==> src/design/c3zp_pkg.sv <==
`default_nettype none

package c3zp_pkg;

  // Frame geometry limits.
  localparam int MAX_WIDTH    = 1024;
  localparam int HEIGHT_LIMIT = 4096;
  localparam int KERNEL_SIZE  = 3;

  // Field and register widths.
  localparam int PIX_W    = 16;
  localparam int COEF_W   = 16;
  localparam int KROW_W   = KERNEL_SIZE * COEF_W;
  localparam int WIDTH_W  = 11;
  localparam int HEIGHT_W = 13;
  localparam int CFG_W    = KROW_W;
  localparam int CFG_IDX_W = 3;

  // Counter widths derived from the geometry limits.
  localparam int COL_W   = $clog2(MAX_WIDTH);
  localparam int ROW_W   = $clog2(HEIGHT_LIMIT);
  localparam int TOTAL_W = $clog2(MAX_WIDTH * HEIGHT_LIMIT + 1);
  localparam int POS_W   = $clog2(MAX_WIDTH * HEIGHT_LIMIT + MAX_WIDTH + 2);

  // Datapath widths: products, row sums, full sum.
  localparam int PROD_W     = PIX_W + COEF_W;
  localparam int RSUM_W     = PROD_W + 2;
  localparam int ACC_W      = RSUM_W + 2;
  localparam int FRAC_SHIFT = 12;
  localparam int PIX_MAX    = 32767;
  localparam int PIX_MIN    = -32768;

  // Result queue sizing.
  localparam int FIFO_DEPTH = 8;
  localparam int FIFO_AW    = $clog2(FIFO_DEPTH);
  localparam int CNT_W      = $clog2(FIFO_DEPTH + 1);

  // Configuration register indexes.
  typedef enum logic [CFG_IDX_W-1:0] {
    CFG_FRAME_WIDTH   = 3'd0,
    CFG_FRAME_HEIGHT  = 3'd1,
    CFG_KERNEL_TOP    = 3'd2,
    CFG_KERNEL_MID    = 3'd3,
    CFG_KERNEL_BOTTOM = 3'd4
  } cfg_reg_t;

  typedef logic signed [PIX_W-1:0] pix_t;

  typedef struct packed {
    pix_t pixel_value;
    logic mode;
  } in_item_t;

  typedef struct packed {
    pix_t filtered_value;
    logic frame_end;
  } out_item_t;

  // One word of the line store: pixel one row back and two rows back.
  typedef struct packed {
    pix_t near_row;
    pix_t far_row;
  } line_word_t;

  // One window column, oldest row first.
  typedef struct packed {
    pix_t top;
    pix_t mid;
    pix_t bottom;
  } column_t;

  // Per-item control that travels with a column into the datapath.
  typedef struct packed {
    logic out_en;
    logic last;
    logic top_ok;
    logic bottom_ok;
    logic left_ok;
    logic right_ok;
  } mac_ctrl_t;

  typedef logic [KERNEL_SIZE-1:0][KROW_W-1:0] kernel_t;

  // Clamp a written width to the supported range.
  function automatic logic [WIDTH_W-1:0] eff_width(input logic [WIDTH_W-1:0] raw);
    logic [WIDTH_W-1:0] res;
    if (raw == '0) begin
      res = WIDTH_W'(1);
    end else if (int'(raw) > MAX_WIDTH) begin
      res = WIDTH_W'(MAX_WIDTH);
    end else begin
      res = raw;
    end
    return res;
  endfunction

  // Clamp a written height to the supported range.
  function automatic logic [HEIGHT_W-1:0] eff_height(input logic [HEIGHT_W-1:0] raw);
    logic [HEIGHT_W-1:0] res;
    if (raw == '0) begin
      res = HEIGHT_W'(1);
    end else if (int'(raw) > HEIGHT_LIMIT) begin
      res = HEIGHT_W'(HEIGHT_LIMIT);
    end else begin
      res = raw;
    end
    return res;
  endfunction

endpackage

`default_nettype wire

==> src/design/c3zp_out_fifo.sv <==
`default_nettype none

module c3zp_out_fifo
  import c3zp_pkg::*;
(
  input  wire logic      clk,
  input  wire logic      rst,
  input  wire logic      push,
  input  wire out_item_t push_item,
  output logic           pop_valid,
  input  wire logic      pop_stall,
  output out_item_t      pop_item
);

  out_item_t            slots [FIFO_DEPTH];
  logic [FIFO_AW-1:0]   wr_ptr;
  logic [FIFO_AW-1:0]   rd_ptr;
  logic [CNT_W-1:0]     count;
  logic                 pop;

  assign pop_valid = (count != '0);
  assign pop_item  = slots[rd_ptr];
  assign pop       = pop_valid && !pop_stall;

  // Storage.
  always_ff @(posedge clk) begin
    if (push) begin
      slots[wr_ptr] <= push_item;
    end
  end

  // Pointers and fill level. The caller never pushes into a full queue.
  always_ff @(posedge clk) begin
    if (rst) begin
      wr_ptr <= '0;
      rd_ptr <= '0;
      count  <= '0;
    end else begin
      if (push) begin
        wr_ptr <= (wr_ptr == FIFO_AW'(FIFO_DEPTH - 1)) ? '0 : wr_ptr + FIFO_AW'(1);
      end
      if (pop) begin
        rd_ptr <= (rd_ptr == FIFO_AW'(FIFO_DEPTH - 1)) ? '0 : rd_ptr + FIFO_AW'(1);
      end
      count <= count + CNT_W'(push) - CNT_W'(pop);
    end
  end

endmodule

`default_nettype wire

==> config.mk <==
export PLATFORM = sky130hd
export DESIGN_NAME = c3zp_out_fifo
export DESIGN_NICKNAME = d
export VERILOG_FILES = /design/src/design/c3zp_pkg.sv /design/src/design/c3zp_out_fifo.sv
export SDC_FILE = /design/constraint.sdc
export NUM_CORES = 1
export LEC_CHECK = 0
export BUFFER_PORTS_ARGS = -buffer_cell sky130_fd_sc_hd__buf_4
export CELL_PAD_IN_SITES_DETAIL_PLACEMENT = 0
export CELL_PAD_IN_SITES_GLOBAL_PLACEMENT = 2
export CORE_MARGIN = 5
export CORE_UTILIZATION = 50
export CTS_CLUSTER_DIAMETER = 80
export DETAILED_ROUTE_END_ITERATION = 6
export PLACE_DENSITY_LB_ADDON = 0.1
export SYNTH_ARGS = -nofsm -noshare
export SYNTH_HDL_FRONTEND = slang
export SYNTH_SLANG_ARGS = --single-unit
==> constraint.sdc <==
create_clock -name clk -period 4.9 [get_ports clk]
set_input_delay 0.735 -clock clk [delete_from_list [all_inputs] [get_ports clk]]
set_output_delay 0.735 -clock clk [all_outputs]
set_load 0.1 [all_outputs]
==> flow_summary.yaml <==
global_routing:
  gr-usage-met2_pct: 24.4
  grt_most_used_layer: "met2"
  grt_pass1_wl_mm: 15.9
  grt_pass1_vias: 2707
  grt_use_met3_pct: 4.30
  gr-total-overflow: 0
  grt_usage_pct: 15.4
  grt_max_degree: 35
  antenna_found_initial: 0
  met1_usage_pct: 20.8
sta:
  rsz0062_at_grt: "no"
  hold_viol: 0
  worst_hold_slack_ns: 0.520
  final.setup.tns_ns: 0
  fin_crit_ns: 3.39
  maxSlewViolCount: 0
  skew_ns: 0.0119
  finalSetupViolCount: 0
  slew_headroom_pct: 28.6
  worst_slew_pin_slew_ns: 1.07
  fin_crit_sh_pct: 69.2
  fmax_mhz: 295
worst_setup_path:
  required_ns: 4.16
  crit_chain: "mux4_1 -> mux2_2 -> buf_4"
  worstSetupPathType: "reg -> out"
  slowest_stage: "dfxtp_2"
  crit_path_max_incr_delay_ns: 1.04
  worstPathArrival_ns: 2.66
  crit_fanout: 34
  end_kind: "output port"
  cp.depth: 3
  reg2reg_depth: 9
  timing.rr.start: "count[2]"
  crit_buf_inv: 1
  cp_top_family: "flip-flops"
  cp-start-kind: "flop"
yosys:
  syn_inst: 273
  synth.area.top_cells: "edfxtp_1, mux4_1, dfxtp_1, mux4_2, mux2_2"
  ys_warn_count: 0
  syn_avg_cell_area_sq_um: 21.5
  synth_nets: 303
  ys_seq_area_share_pct: 74.1
  synth_top_area_share_pct: 69.7
  synth_top_area_cell: "edfxtp_1"
  syn-cell-area_sq_mm: 0.00586
  ys_seq_elements: 149
  synth_cell_types: 28
outcome:
  status: "complete, no violations"
detailed_routing:
  drt_iter0_drc: 163
  wire_per_inst_um: 21.0
  drtAntennaViolNets: 0
  vias_per_cell: 5.54
  finalWirelength_mm: 10.1
  drt_pass1_iterations: 4
  drc: 0
  num_vias: 2668
die:
  core_area_sq_mm: 0.0115
  start_util_pct: 51.1
  rows: 39
  die_width_um: 118
  ioPinCount: 39
  die-area_sq_mm: 0.0140
  chipHeight_um: 118
place:
  port_buffers: 38
  dp_hpwl_mm: 6.13
  dp.cells: 451
  routabilityCongestion: 0.683
layout:
  drive_gt1_share_pct: 31.3
  antennaDiodeCount: 0
  final_cells: 482
  num-nets-final: 357
  n_fill_cell: 820
  area_delta_synth_final_pct: 18.0
power:
  leakage_uw: 0.00234
  p_sw_uw: 1010
  p_comb_share_pct: 20.4
  p_clk_share_pct: 36.6
  p_int_uw: 2460
  seq_power_share_pct: 43.1
  switching_share_pct: 29.2
  p_per_area_mw_per_mm2: 502
  ir_worst_vdd_v: 0.000228
cts:
  clk_pin_slew_worst_paths_ns: 0.06
  clock-sinks: 149
  cts_hold_buf: 0
  insertion_delay_ns: 0.41
  cts_tree: "done"
  clock-root-buffer: "clkbuf_16"
  cts_resized: 0
  cts_buffer_depth: 2
  h-tree-depth: 4
  postCtsSetupBuffers: 0
  cts_buffers: 17
min_path:
  whs_path_depth: 2
  holdCritStartpoint: "rd_ptr[1]"
  hp-class: "reg -> reg"
run:
  maxCapViolCount: 0
[placed cells by master (no fill, tap or decap), drive strengths merged, types with 7 or more instances in the layout]
cell / instances
mux2: 17
nor2: 11
ha: 8
edfxtp: 136
dfxtp: 13
inv: 7
a21oi: 9
clkbuf: 19
buf: 46
mux4: 34
[cell families (layout without fill, tap and decap cells)]
kind of cell / Yosys count / count (layout) / share of synthesized area [%]
XOR/XNOR: 1 / 1 / 0.150
multiplexers: 53 / 53 / 18.2
adder cells (fa/ha/maj): 9 / 9 / 2.05
buffers and inverters: 17 / 83 / 1.62
AND/OR/NAND/NOR: 31 / 31 / 2.65
AO/OA/AOI/OAI: 13 / 13 / 1.17
flip-flops: 149 / 149 / 74.1
[cells in the mapped netlist]
library cell	n
edfxtp_1	136
mux4_1	24
mux2_2	17
dfxtp_1	13
nor2_1	11
mux4_2	10
a21oi_1	9
ha_1	8
inv_1	6
clkbuf_1	5
nand2b_1	5
buf_6	4
nand2_1	4
o21ai_0	3
mux2i_1	2
nand3_1	2
nor2b_1	2
nor3_1	2
a31o_2	1
buf_1	1
buf_2	1
fa_1	1
nand3b_1	1
nand4_1	1
nor3b_1	1
or3_1	1
or4_1	1
xnor2_1	1
[final timing paths]
| path | slack [ns] | to |
|---|---|---|
| worst max-delay path | 1.51 | pop_item[15] |
| worst min-delay path | 0.52 | flop |
| worst min register to register | 0.52 | flop |
| worst max register to register | 2.68 | count[2] |
[power by group through the flow]
stage	combinational (uW)	sequential [uW]	clock, uW
finish	707	1500	1270
global route	746	1510	1360
CTS	717	1500	1300
detailed placement	715	1530	0
global placement	711	1530	0
floorplan	618	1470	0
[layout make-up]
cell class	count	area (sq um)	area share, %
sequential	149	4350	62.9
multi-input combinational	107	1430	20.7
clock buffer	19	433	6.26
timing repair buffer	46	345	5.00
tap	143	179	2.59
clock inverter	12	156	2.26
inverter	6	22.5	0.326
[routing by layer]
metal | vias up | part of all wire (%)
li1 | 1243 | -
met1 | 1373 | 45
met2 | 39 | 50
met3 | 13 | 3.4
met4 | 0 | 1.3
met5 | - | 0
[stage by stage]
step | worst slack (ns) | util (%) | instance area (sq um) | total power (uW)
floorplan | 2.46 | - | 5860 | 2090
global placement | 1.85 | 55.1 | 6320 | 2240
detailed placement | 1.85 | 55.1 | 6320 | 2240
CTS | 1.39 | 60.3 | 6910 | 3520
global route | 1.33 | 60.3 | 6910 | 3610
finish | 1.51 | 60.3 | 6910 | 3470
[sequential cells by signal, summed over array words and instances, names as in the netlist, named ones only]
name    flops
count       4
rd_ptr      3
slots     136
wr_ptr      3
[worst register-to-register path: cells and delay by family, from the launching register on]
kind                       cells  cell delay (ns)
xor gates and xnor gates       1             0.16
adders and majority gates      3             0.73
buffers and inverters          1             0.07
DFF                            1             0.29
and+or+nand+nor                4             0.87
No activity file was read; power rests on OpenSTA's default activity.
